<file path="src/sv/ets_pkg.sv">
// Shared types, constants and character classes for the expression token scanner.
// Used by ets_word_match, ets_result_fifo and expression_token_scanner.
// No dependencies.
package ets_pkg;

  typedef enum logic [2:0] {
    PH_IDLE  = 3'd0,
    PH_IDENT = 3'd1,
    PH_INT   = 3'd2,
    PH_FRAC  = 3'd3,
    PH_DOT   = 3'd4,
    PH_EXPE  = 3'd5,
    PH_EXPS  = 3'd6,
    PH_EXPD  = 3'd7
  } phase_t;

  localparam logic [5:0] KIND_END = 6'd0;
  localparam logic [5:0] KIND_ID  = 6'd1;
  localparam logic [5:0] KIND_NUM = 6'd2;
  localparam logic [5:0] KIND_KW0 = 6'd3;
  localparam logic [5:0] KIND_OP0 = 6'd22;
  localparam logic [5:0] KIND_ERR = 6'd32;

  localparam int NUM_KW     = 19;
  localparam int NUM_OPS    = 10;
  localparam int PREFIX_LEN = 5;

  // Keyword text, first character in the top byte, zero padded on the right.
  localparam logic [39:0] KW_TEXT [NUM_KW] = '{
    {"sin", 16'h0}, {"cos", 16'h0}, {"tan", 16'h0},
    {"asin", 8'h0}, {"acos", 8'h0}, {"atan", 8'h0},
    {"log", 16'h0}, {"exp", 16'h0}, "log10", "exp10",
    {"sqrt", 8'h0}, {"rnd", 16'h0}, "round", "floor",
    {"fabs", 8'h0}, "expm1", {"sinh", 8'h0}, {"tanh", 8'h0},
    {"cbrt", 8'h0}
  };

  localparam logic [2:0] KW_LEN [NUM_KW] = '{
    3'd3, 3'd3, 3'd3, 3'd4, 3'd4, 3'd4, 3'd3, 3'd3, 3'd5, 3'd5,
    3'd4, 3'd3, 3'd5, 3'd5, 3'd4, 3'd5, 3'd4, 3'd4, 3'd4
  };

  localparam logic [7:0] OPS [NUM_OPS] = '{
    "=", "+", "-", "*", "/", "%", "^", "(", ")", ","
  };

  localparam logic [7:0] CH_POINT = ".";
  localparam logic [7:0] CH_E_LO  = "e";
  localparam logic [7:0] CH_E_HI  = "E";
  localparam logic [7:0] CH_PLUS  = "+";
  localparam logic [7:0] CH_MINUS = "-";

  typedef struct packed {
    logic [5:0] kind;
    logic [7:0] length;
    logic       last;
  } result_t;

  // Up to two results from one input beat; en1 only with en0.
  typedef struct packed {
    logic    en0;
    logic    en1;
    result_t r0;
    result_t r1;
  } result_pair_t;

  function automatic logic is_space(input logic [7:0] c);
    return (c == 8'd32) || ((c >= 8'd9) && (c <= 8'd13));
  endfunction

  function automatic logic is_digit(input logic [7:0] c);
    return (c >= "0") && (c <= "9");
  endfunction

  function automatic logic is_alpha(input logic [7:0] c);
    return ((c >= "a") && (c <= "z")) || ((c >= "A") && (c <= "Z"));
  endfunction

  function automatic logic is_exp_mark(input logic [7:0] c);
    return (c == CH_E_LO) || (c == CH_E_HI);
  endfunction

  // Operator kind, or KIND_ERR when the byte is not an operator.
  function automatic logic [5:0] op_kind(input logic [7:0] c);
    logic [5:0] k;
    k = KIND_ERR;
    for (int i = 0; i < NUM_OPS; i++) begin
      if (c == OPS[i]) k = KIND_OP0 + 6'(i);
    end
    return k;
  endfunction

endpackage

</file>
<file path="src/sv/ets_word_match.sv">
// Keyword lookup for a finished identifier: compares the stored prefix with
// the 19 function names. Depends on ets_pkg.
module ets_word_match (
  input  logic [39:0] text,   // first character in the top byte
  input  logic [2:0]  len,    // 0 when the word is too long to be a keyword
  output logic [5:0]  kind
);

  logic [39:0] mask;

  always_comb begin
    for (int i = 0; i < ets_pkg::PREFIX_LEN; i++) begin
      mask[39 - 8*i -: 8] = (3'(i) < len) ? 8'hFF : 8'h00;
    end
    kind = ets_pkg::KIND_ID;
    for (int k = 0; k < ets_pkg::NUM_KW; k++) begin
      if ((len == ets_pkg::KW_LEN[k]) &&
          ((text & mask) == (ets_pkg::KW_TEXT[k] & mask))) begin
        kind = ets_pkg::KIND_KW0 + 6'(k);
      end
    end
  end

endmodule

</file>
<file path="src/sv/ets_result_fifo.sv">
// Four-entry result queue: takes up to two results per cycle, hands out one.
// Depends on ets_pkg.
module ets_result_fifo (
  input  logic                  clk,
  input  logic                  rst,
  input  ets_pkg::result_pair_t wr,
  output logic                  room,      // space for two more results
  output logic                  rd_valid,
  input  logic                  rd_ready,
  output ets_pkg::result_t      rd_data
);

  ets_pkg::result_t mem [4];
  logic [1:0] wr_ptr;
  logic [1:0] rd_ptr;
  logic [2:0] count;
  logic [2:0] count_next;
  logic       pop;
  logic [2:0] n_push;

  assign pop      = rd_valid && rd_ready;
  assign rd_valid = (count != 3'd0);
  assign rd_data  = mem[rd_ptr];
  assign room     = (count <= 3'd2);
  assign n_push   = {2'b00, wr.en0} + {2'b00, wr.en1};

  always_comb begin
    count_next = count + n_push - {2'b00, pop};
  end

  always_ff @(posedge clk) begin
    if (rst) begin
      wr_ptr <= '0;
      rd_ptr <= '0;
      count  <= '0;
    end else begin
      wr_ptr <= wr_ptr + n_push[1:0];
      if (pop) rd_ptr <= rd_ptr + 2'd1;
      count <= count_next;
    end
  end

  always_ff @(posedge clk) begin
    if (wr.en0) mem[wr_ptr] <= wr.r0;
    if (wr.en1) mem[wr_ptr + 2'd1] <= wr.r1;
  end

endmodule

</file>
<file path="src/sv/expression_token_scanner.sv">
// Expression token scanner: one character beat in, token beats out.
// Top level; depends on ets_pkg, ets_word_match and ets_result_fifo.
//
// Input channel (in_valid/in_ready): one byte of expression text per beat in
// character, or stream_end high to close the stream. Output channel
// (out_valid/out_ready): token_kind, token_length (saturates at 255) and last,
// which marks the final result caused by an input beat.
// The scanner state is updated in the cycle a beat is accepted and its
// results go into a four-entry result queue, from which they are offered
// on the output in order.
// Throughput: one input beat per cycle while out_ready is high and each beat
// gives at most one result. A beat that ends a token and is an operator or an
// unknown byte, or a stream end in an open token, gives two results; the queue
// drains one per cycle, so in_ready drops when fewer than two slots are free.
// A stall on the output only fills the queue; in_ready falls when it is near
// full and no result is ever dropped.
// Reset (rst, synchronous) empties the queue and returns the scanner to idle
// with a zero length count. The identifier prefix store is not cleared.
module expression_token_scanner #(
  parameter int LENGTH_BITS = 8
) (
  input  logic       clk,
  input  logic       rst,
  input  logic       in_valid,
  output logic       in_ready,
  input  logic [7:0] character,
  input  logic       stream_end,
  output logic       out_valid,
  input  logic       out_ready,
  output logic [5:0] token_kind,
  output logic [7:0] token_length,
  output logic       last
);

  localparam int LB = LENGTH_BITS;
  localparam int OW = (LB > 8) ? LB : 8;

  ets_pkg::phase_t phase;
  ets_pkg::phase_t phase_next;
  logic [LB-1:0]   cnt;
  logic [LB-1:0]   cnt_next;
  logic [LB-1:0]   cnt_inc;
  logic [7:0]      prefix [ets_pkg::PREFIX_LEN];

  logic            acc;
  logic [39:0]     word_text;
  logic [2:0]      word_len;
  logic [5:0]      word_kind;

  // begin-of-token decode of the current byte
  ets_pkg::phase_t bg_phase;
  logic            bg_push;
  logic            bg_res;
  logic [5:0]      bg_kind;

  logic            fl_v;
  logic [5:0]      fl_kind;
  logic            sc_v;
  logic [5:0]      sc_kind;
  logic [LB-1:0]   sc_cnt;
  logic            take_begin;
  logic            push;
  logic            fail;

  ets_pkg::result_pair_t pair;
  ets_pkg::result_t      head;
  logic                  room;

  function automatic logic [7:0] out_len(input logic [LB-1:0] v);
    logic [OW-1:0] w;
    w = OW'(v);
    return (w > OW'(255)) ? 8'hFF : w[7:0];
  endfunction

  assign acc     = in_valid && in_ready;
  assign in_ready = room;
  assign cnt_inc = (cnt == {LB{1'b1}}) ? cnt : cnt + LB'(1);

  assign word_text = {prefix[0], prefix[1], prefix[2], prefix[3], prefix[4]};
  assign word_len  = (cnt <= LB'(ets_pkg::PREFIX_LEN)) ? cnt[2:0] : 3'd0;

  ets_word_match u_match (
    .text (word_text),
    .len  (word_len),
    .kind (word_kind)
  );

  always_comb begin
    bg_phase = ets_pkg::PH_IDLE;
    bg_push  = 1'b0;
    bg_res   = 1'b0;
    bg_kind  = ets_pkg::KIND_ERR;
    if (ets_pkg::is_space(character)) begin
      bg_res = 1'b0;
    end else if (ets_pkg::is_alpha(character)) begin
      bg_phase = ets_pkg::PH_IDENT;
      bg_push  = 1'b1;
    end else if (ets_pkg::is_digit(character)) begin
      bg_phase = ets_pkg::PH_INT;
      bg_push  = 1'b1;
    end else if (character == ets_pkg::CH_POINT) begin
      bg_phase = ets_pkg::PH_DOT;
      bg_push  = 1'b1;
    end else begin
      bg_res  = 1'b1;
      bg_kind = ets_pkg::op_kind(character);
    end
  end

  always_comb begin
    fl_v       = 1'b0;
    fl_kind    = ets_pkg::KIND_NUM;
    sc_v       = 1'b0;
    sc_kind    = ets_pkg::KIND_END;
    sc_cnt     = '0;
    take_begin = 1'b0;
    push       = 1'b0;
    fail       = 1'b0;
    phase_next = phase;
    cnt_next   = cnt;
    if (stream_end) begin
      case (phase)
        ets_pkg::PH_IDENT: begin
          fl_v    = 1'b1;
          fl_kind = word_kind;
        end
        ets_pkg::PH_INT, ets_pkg::PH_FRAC, ets_pkg::PH_EXPD: begin
          fl_v    = 1'b1;
          fl_kind = ets_pkg::KIND_NUM;
        end
        ets_pkg::PH_DOT, ets_pkg::PH_EXPE, ets_pkg::PH_EXPS: begin
          fl_v    = 1'b1;
          fl_kind = ets_pkg::KIND_ERR;
        end
        default: fl_v = 1'b0;
      endcase
      sc_v       = 1'b1;
      phase_next = ets_pkg::PH_IDLE;
      cnt_next   = '0;
    end else begin
      case (phase)
        ets_pkg::PH_IDENT: begin
          if (ets_pkg::is_alpha(character) || ets_pkg::is_digit(character)) begin
            push = 1'b1;
          end else begin
            fl_v       = 1'b1;
            fl_kind    = word_kind;
            take_begin = 1'b1;
          end
        end
        ets_pkg::PH_INT: begin
          if (ets_pkg::is_digit(character)) begin
            push = 1'b1;
          end else if (character == ets_pkg::CH_POINT) begin
            push       = 1'b1;
            phase_next = ets_pkg::PH_FRAC;
          end else if (ets_pkg::is_exp_mark(character)) begin
            push       = 1'b1;
            phase_next = ets_pkg::PH_EXPE;
          end else begin
            fl_v       = 1'b1;
            take_begin = 1'b1;
          end
        end
        ets_pkg::PH_FRAC: begin
          if (ets_pkg::is_digit(character)) begin
            push = 1'b1;
          end else if (ets_pkg::is_exp_mark(character)) begin
            push       = 1'b1;
            phase_next = ets_pkg::PH_EXPE;
          end else begin
            fl_v       = 1'b1;
            take_begin = 1'b1;
          end
        end
        ets_pkg::PH_DOT: begin
          if (ets_pkg::is_digit(character)) begin
            push       = 1'b1;
            phase_next = ets_pkg::PH_FRAC;
          end else begin
            fail = 1'b1;
          end
        end
        ets_pkg::PH_EXPE: begin
          if ((character == ets_pkg::CH_PLUS) || (character == ets_pkg::CH_MINUS)) begin
            push       = 1'b1;
            phase_next = ets_pkg::PH_EXPS;
          end else if (ets_pkg::is_digit(character)) begin
            push       = 1'b1;
            phase_next = ets_pkg::PH_EXPD;
          end else begin
            fail = 1'b1;
          end
        end
        ets_pkg::PH_EXPS: begin
          if (ets_pkg::is_digit(character)) begin
            push       = 1'b1;
            phase_next = ets_pkg::PH_EXPD;
          end else begin
            fail = 1'b1;
          end
        end
        ets_pkg::PH_EXPD: begin
          if (ets_pkg::is_digit(character)) begin
            push = 1'b1;
          end else begin
            fl_v       = 1'b1;
            take_begin = 1'b1;
          end
        end
        default: take_begin = 1'b1;
      endcase

      if (take_begin) begin
        // terminator is rescanned as the start of a new token
        phase_next = bg_phase;
        cnt_next   = bg_push ? LB'(1) : '0;
        sc_v       = bg_res;
        sc_kind    = bg_kind;
        sc_cnt     = LB'(1);
      end else if (fail) begin
        // offending character counts toward the error and is consumed
        phase_next = ets_pkg::PH_IDLE;
        cnt_next   = '0;
        sc_v       = 1'b1;
        sc_kind    = ets_pkg::KIND_ERR;
        sc_cnt     = cnt_inc;
      end else if (push) begin
        cnt_next = cnt_inc;
      end
    end
  end

  always_comb begin
    pair.en0       = acc && (fl_v || sc_v);
    pair.en1       = acc && fl_v && sc_v;
    pair.r1.kind   = sc_kind;
    pair.r1.length = out_len(sc_cnt);
    pair.r1.last   = 1'b1;
    if (fl_v) begin
      pair.r0.kind   = fl_kind;
      pair.r0.length = out_len(cnt);
      pair.r0.last   = !sc_v;
    end else begin
      pair.r0 = pair.r1;
    end
  end

  always_ff @(posedge clk) begin
    if (rst) begin
      phase <= ets_pkg::PH_IDLE;
      cnt   <= '0;
    end else if (acc) begin
      phase <= phase_next;
      cnt   <= cnt_next;
    end
  end

  always_ff @(posedge clk) begin
    if (acc && !stream_end) begin
      if (take_begin && bg_push) begin
        prefix[0] <= character;
      end else if (push && (cnt < LB'(ets_pkg::PREFIX_LEN))) begin
        prefix[cnt[2:0]] <= character;
      end
    end
  end

  ets_result_fifo u_fifo (
    .clk      (clk),
    .rst      (rst),
    .wr       (pair),
    .room     (room),
    .rd_valid (out_valid),
    .rd_ready (out_ready),
    .rd_data  (head)
  );

  assign token_kind   = head.kind;
  assign token_length = head.length;
  assign last         = head.last;

  a_end_clears: assert property (@(posedge clk) disable iff (rst)
    acc && stream_end |=> (phase == ets_pkg::PH_IDLE) && (cnt == '0))
    else $error("scanner not idle after end of stream");

  a_idle_count: assert property (@(posedge clk) disable iff (rst)
    (phase == ets_pkg::PH_IDLE) == (cnt == '0))
    else $error("length count disagrees with scan phase");

  a_pair_order: assert property (@(posedge clk) disable iff (rst)
    pair.en1 |-> pair.en0 && !pair.r0.last)
    else $error("second result without an open first result");

  a_no_orphan: assert property (@(posedge clk) disable iff (rst)
    !acc |-> !pair.en0)
    else $error("result queued without an accepted beat");

endmodule

</file>
<file path="config.mk">
export PLATFORM = sky130hd
export DESIGN_NAME = expression_token_scanner
export DESIGN_NICKNAME = d
export VERILOG_FILES = /design/src/sv/ets_pkg.sv /design/src/sv/ets_word_match.sv /design/src/sv/ets_result_fifo.sv /design/src/sv/expression_token_scanner.sv
export SDC_FILE = /design/constraint.sdc
export NUM_CORES = 1
export LEC_CHECK = 0
export BUFFER_PORTS_ARGS = -buffer_cell sky130_fd_sc_hd__buf_4
export CELL_PAD_IN_SITES_DETAIL_PLACEMENT = 1
export CELL_PAD_IN_SITES_GLOBAL_PLACEMENT = 1
export CORE_MARGIN = 2
export CORE_UTILIZATION = 45
export CTS_CLUSTER_DIAMETER = 30
export DETAILED_ROUTE_END_ITERATION = 8
export PLACE_DENSITY_LB_ADDON = 0.1
export SLEW_MARGIN = 5
export SYNTH_ARGS = -nofsm -noshare
export SYNTH_HDL_FRONTEND = slang
export SYNTH_SLANG_ARGS = --single-unit
</file>
<file path="constraint.sdc">
create_clock -name clk -period 3.48 [get_ports clk]
set_input_delay 0.522 -clock clk [delete_from_list [all_inputs] [get_ports clk]]
set_output_delay 0.522 -clock clk [all_outputs]
set_load 0.02 [all_outputs]
</file>
== Yosys cells after proc, flatten, opt, wreduce, memory -nomap -nowiden ==
Memories as Yosys holds them, arrays and structs flattened. A register that Yosys moved wholly into a read port is not among the register bits.
Cells that the tools add are included.

* Bits in registers: 18
* RAM bits: 100
* Input bits: 13
* Output and inout bits: 17
* Memories kept: 2

{| class="wikitable"
|+ Memory list
! name !! words !! width !! rd ports !! clocked after memory_dff !! wr ports !! RTL line !! RTL
|-
| u_fifo.mem || 4 || 15 || 1 || 1 || 2 || ets_result_fifo.sv:13 || <nowiki>ets_pkg::result_t mem [4];</nowiki>
|-
| prefix || 5 || 8 || 5 || 0 || 1 || expression_token_scanner.sv:43 || <nowiki>logic [7:0] prefix [ets_pkg::PREFIX_LEN];</nowiki>
|}

* Add/sub/neg operators: 7
* Order comparisons: 18
* Equality and inequality tests: 47
* Muxes and demuxes: 125
* Bitwise gates (word level): 1
* Reductions and logical operators: 49

{| class="wikitable"
|+ Operator list
! kind !! count
|-
| $eq A40 B39 Y1 || 19
|-
| $mux W6 || 38
|-
| $mux W8 || 16
|-
| $eq A8 B6 Y1 const B || 11
|-
| $mux W3 || 16
|-
| $mux W1 || 45
|-
| $and A40 B40 Y40 || 1
|-
| $logic_and A1 B1 Y1 || 31
|-
| $eq A8 B7 Y1 const B || 3
|-
| $eq A3 B3 Y1 const B || 6
|-
| $ge A8 B7 Y1 const B || 2
|-
| $gt A8 B8 Y1 const B || 2
|-
| $le A8 B7 Y1 const B || 2
|-
| $mux W15 || 1
|-
| $ne A5 B5 Y1 const B || 3
|-
| $pmux W3 S5 || 1
|-
| $pmux W6 S2 || 1
|-
| $pmux W1 S5 || 2
|-
| $eq A3 B2 Y1 const B || 3
|-
| $add A8 B1 Y8 const B || 1
|-
| $eq A8 B8 Y1 const B || 1
|-
| $ge A8 B4 Y1 const B || 1
|-
| $ge A8 B6 Y1 const B || 1
|-
| $le A8 B3 Y1 const B || 1
|-
| other kinds (27) || 39
|}

== Depth between registers and ports, before layout ==
* Depth in word-level cells: 30
* Gate-level depth with buffers: 15

== Hierarchy ==
A second synthesis with hierarchy kept.

* Cells, all modules: 673
* Area total of the unflattened synthesis: 7480.9 um2

{| class="wikitable"
|+ Modules (own cells, without submodules)
! module !! times used !! cells an instance !! area an instance (um2) !! seq. area each (um2)
|-
| ets_result_fifo || 1 || 194 || 3413.3 || 1981.9
|-
| expression_token_scanner || 1 || 323 || 3050.4 || 1421.4
|-
| ets_word_match || 1 || 156 || 1017.2 || 0.0
|}

== Least setup slack after synthesis ==
No wires, ideal clock.

* Path kind: input to register
* From: input character[4]
* To: register u_fifo.count[2]
* Data arrival time: 3.619 ns
* Data required time: 3.352 ns
* Slack: -0.267 ns
* Stages: 15
* Path buffers: 2
* Cells stage by stage: clkbuf_1 > nand4bb_1 > o41ai_1 > a21boi_1 > nand3_1 > a311oi_1 > clkbuf_1 > a21oi_1 > ha_1 > inv_1 > ha_1 > fa_1 > xnor2_1 > xnor2_1 > nor2_1

* Cells in the longest elaborated chain, start to end: 14

{| class="wikitable"
|+ RTL lines
! element !! RTL line !! RTL
|-
| start, declared || expression_token_scanner.sv:26 || <nowiki>input logic [7:0] character,</nowiki>
|-
| $ge A8 B6 Y1, or another cell as far along || ets_pkg.sv:72 || <nowiki>return (c >= "0") && (c <= "9");</nowiki>
|-
| $logic_and A1 B1 Y1, or another cell as far along || ets_pkg.sv:72 ||
|-
| $mux W1, or another cell as far along || -- ||
|-
| $mux W1, or another cell as far along || expression_token_scanner.sv:185 || <nowiki>if ((character == ets_pkg::CH_PLUS) || (character == ets_pkg::CH_MINUS)) begin</nowiki>
|-
| $pmux W1 S2, or another cell as far along || expression_token_scanner.sv:141 || <nowiki>case (phase)</nowiki>
|-
| $mux W1 or $pmux W1 S5 (tied branches) || expression_token_scanner.sv:121, expression_token_scanner.sv:141 ||
|-
| $mux W1 (on tied branches) || expression_token_scanner.sv:221, expression_token_scanner.sv:121 ||
|-
| $mux W1 || expression_token_scanner.sv:214 || <nowiki>if (take_begin) begin</nowiki>
|-
| $mux W1 || expression_token_scanner.sv:121 || <nowiki>if (stream_end) begin</nowiki>
|-
| $logic_or A1 B1 Y1 || expression_token_scanner.sv:235 || <nowiki>pair.en0 = acc && (fl_v || sc_v);</nowiki>
|-
| $logic_and A1 B1 Y1 || expression_token_scanner.sv:235 ||
|-
| $add A1 B1 Y2 * || ets_result_fifo.sv:25 || <nowiki>assign n_push = {2'b00, wr.en0} + {2'b00, wr.en1};</nowiki>
|-
| $add A3 B3 Y3 * || ets_result_fifo.sv:28 || <nowiki>count_next = count + n_push - {2'b00, pop};</nowiki>
|-
| $sub A3 B1 Y3 * || ets_result_fifo.sv:28 ||
|-
| end signal, assigned || ets_result_fifo.sv:39 || <nowiki>count <= count_next;</nowiki>
|-
| end, declared || ets_result_fifo.sv:16 || <nowiki>logic [2:0] count;</nowiki>
|}

Mark *: on every way between the ends. The rest lies on a longest branch, timed or not. The select of a mux whose other input is x is not followed.
A chain may end at the register's enable or synchronous reset.

==> impl_metrics.csv <==
group,metric,value,unit
floorplan,dieHeight,130,µm
final_layout,n_antenna_cell,0,
power,p_per_area,550,mW/mm²
placed_design,place_area,0.00816,mm²
power,switching_share,31.0,%
cts,clock_tree.htree_level_count,4,
worst_setup_path,timing.setup.critical_path_class,"flop to flop",
synthesis,synth.cell_area,0.00715,mm²
route,routed_via_density,6.27,
route,remaining_drc_errors,0,
global_routing,global_route.overflow_total,0,
timing,max_clock_freq,300,MHz
cts,clock_insertion_delay_worst_skew,440,ps
final_layout,finish.instance_area,0.00884,mm²
worst_setup_path,timing.critical_path.cells,"or4_1 -> buf_4 -> or3_1 -> nor4_2 -> buf_4 -> a32o_1 -> a2111oi_2 -> a211oi_2 -> buf_4 -> a21oi_1 -> nor3_1",
synthesis,synth_largest_area_cell,"edfxtp_1",
worst_setup_path,reg2regPathDepth,11,
placed_design,finalWeightedCongestion,0.932,
synthesis,yosysWarningCount,0,
timing,final_hold_slack,417,ps
worst_hold_path,holdCritPathClass,"input port to flop",
worst_setup_path,timing.critical_path.slowest_stage_cell,"or4_1",
power,power_frac_seq,36.5,%
placed_design,post-place-ws,-340,ps
final_layout,register_area,0.00336,mm²
worst_setup_path,rr_endpoint,"u_fifo.mem[3][12]",
cts,cts_made_buffers,17,
worst_hold_path,min_delay_path_depth,2,
timing,setup_slack,148,ps
synthesis,synth_ff_type,"edfxtp_1",
cts,cts.sinks,120,
route,avgRoutedWirePerCell,22.5,µm
power,switchingPower,1.51,mW
floorplan,top_level_ports,30,
final_layout,final_layout_size_suffix_gt1_share,22.9,%
cts,tritoncts,"built",
final_layout,area_delta_synth_final,23.6,%
worst_setup_path,r2r_setup_slack,150,ps
worst_setup_path,critical-path-max-stage-delay,660,ps
final_layout,num-fill-cells,1746,
timing,final_hold_viol_count,0,
power,worst_ir_drop_vdd,0.349,mV
power,p_leak,3.04,nW
final_layout,multi_input_area,0.00362,mm²
final_layout,finalCoreUtilization,56.3,%
worst_hold_path,hold_path.startpoint,"rst",
placed_design,buffer_ports.inserted,29,
synthesis,synth_cells,717,
synthesis,async_flop_share,0,%
worst_setup_path,critical_path_rt,3740,ps
power,p_comb_share,24.1,%
timing,setup_viol_count_final,0,
power,p_int,3.36,mW
synthesis,synth_largest_type_area_fraction,40.3,%
worst_setup_path,critical_path.max_fanout,7,
route,routed_wl,23500,µm
global_routing,grt_pass1_vias,6770,
flow_run,max_cap_violations,0,
status,status,"finished, final reports clean",
cts,clock_pin_slew_on_the_worst_setup_and_hold_paths,60,ps
timing,final_worst_path_period_need,3330,ps
timing,final_worst_path_period_share,95.7,%
floorplan,placementRows,46,
timing,worstMarginPinSlew,856,ps
global_routing,grt_antenna_before_repair,0,
synthesis,synth_sequential_area_ratio,47.0,%
power,overall_power,4.86,mW
synthesis,syn-mean-instance-area,9.98,µm²
timing,final.setup_skew,9.30,ps
timing,relSlewSlack,42.9,%
floorplan,die_w,130,µm
global_routing,wire_length_of_the_first_global_routing_pass,36800,µm
synthesis,synth-edff-count,96,
route,postRouteAntennaNets,0,
synthesis,ys_top_cells_by_area,"edfxtp_1 40%, dfxtp_1 6.7%, nor2_1 5.1%",
worst_setup_path,crit_path_top_cell_by_count,"buf_4",
cts,cts_max_path_buffers,2,
placed_design,dp_hpwl,17400,µm
worst_setup_path,r2r-start,"cnt[4]",
worst_setup_path,timing.critical_path.max_delay_family,"simple AND/OR/NAND/NOR gates",
route,pre_repair_dr_iteration_count,5,
synthesis,synth.most_common_cell,"nor2_1",
route,drt-initial-drc-count,561,
worst_setup_path,worst_setup_path_start_kind,"flop",
floorplan,die_area,0.0169,mm²
timing,max_slew_violations,0,
synthesis,synth_cell_type_count,79,
cts,clock_tree.root_cell,"clkbuf_16",
floorplan,design.core.area,0.0157,mm²
worst_setup_path,worstPathArrival,3590,ps
worst_setup_path,critical_path.endpoint_type,"flop",
power,power.share.clock,39.4,%
worst_setup_path,critical_path.startpoint,"cnt[4]",
route,routed-via-count,6561,
final_layout,final_nets,839,
global_routing,gr-usage-all-layers,28.9,%
synthesis,postSynthRegisterBits,120,
synthesis,synth.net_count,739,
synthesis,post_synth_most_frequent_cells,"97 x nor2_1, 96 x edfxtp_1, 54 x nand2_1",
global_routing,grt_max_degree,24,
floorplan,starting_density_of_the_core,45.5,%
worst_setup_path,path_buf_inv,3,
-- how the worst max path moves through the flow --
stage,endpoint,cells past startpoint
finish,u_fifo.mem[3][12],11
global route,u_fifo.count[2],14
CTS,u_fifo.mem[3][12],10
detailed placement,u_fifo.count[2],15
global placement,u_fifo.count[2],15
floorplan,u_fifo.count[2],15
-- power by group through the flow --
stage	clock network [mW]	registers, mW	logic (mW)
3_5_place_dp	0	1.80	1.17
6_report	1.91	1.78	1.17
4_1_cts	1.93	1.77	1.18
5_1_grt	1.99	1.79	1.27
2_1_floorplan	0	1.75	0.755
3_3_place_gp	0	1.79	1.13
-- layout make-up --
type | instances | area share (%)
Tap cell | 216 | 3.06
Inverter | 18 | 0.764
Multi-Input combinational cell | 545 | 41.0
Timing Repair Buffer | 115 | 10.0
Clock buffer | 17 | 4.81
Sequential cell | 120 | 38.0
Clock inverter | 15 | 2.31
-- cell usage in the layout (no fill, tap or decap), types with 9 or more instances in the layout --
cell       count
nor2_1        97
inv_1         18
o22ai_1       20
nand3_1       22
buf_4        113
a22oi_1       15
nor3_1        20
mux4_2        15
nor2b_1       12
dfxtp_1       24
clkbuf_16     17
and2_1        15
a21oi_1       37
o21ai_0       39
a31oi_1        9
edfxtp_1      96
nand2_1       54
or3_1         13
-- metal layers --
layer | wire length (µm) | up-vias | global-route usage [%]
li1 | - | 2988 | -
met1 | 10200 | 3299 | 37.8
met2 | 11500 | 227 | 47.6
met3 | 1250 | 47 | 5.90
met4 | 601 | 0 | 11.1
met5 | 0 | - | 0
-- metrics by stage --
| stage | cells | TNS, ps |
|---|---|---|
| after global routing | 1046 | -60.1 |
| after CTS | 1045 | 0 |
| after global placement | 1010 | -157 |
| final | 1046 | 0 |
| after floorplan | 717 | -5140 |
| after detailed placement | 1010 | -480 |
-- worst reg2reg max path: cells and delay by family, from the launching register on --
family / cells / cell delay, ps
DFF: 1 / 350
and+or+nand+nor: 4 / 1620
buffers and inverters: 3 / 600
AOI/OAI and AO/OA: 4 / 580
-- state kept, by name, indices dropped and copies added (netlist names), named ones only --
name,flops
cnt,8
phase,3
prefix,40
u_fifo.count,3
u_fifo.mem,60
u_fifo.rd_ptr,2
u_fifo.wr_ptr,2
-- kinds of logic (layout without fill, tap and decap cells) --
family | count (synthesis) | in the layout | share of synthesized area [%]
adder cells (fa/ha/maj) | 9 | 9 | 1.68
XOR/XNOR | 8 | 8 | 0.979
multiplexers | 17 | 17 | 5.00
flip-flops | 120 | 120 | 47.0
AND/OR/NAND/NOR | 311 | 311 | 23.8
buffers and inverters | 52 | 165 | 2.80
AO/OA/AOI/OAI | 200 | 200 | 18.7
-- timing repair --
item | in CTS | in global routing
endpoints found under the setup margin | 3 | 11
pin swaps | 1 | 1
hold buffers | 0 | 0
endpoints found under the hold margin | 0 | 0
setup buffers | 3 | 1
gates resized for setup | 0 | 5
Power figures use the tool's default switching activity.
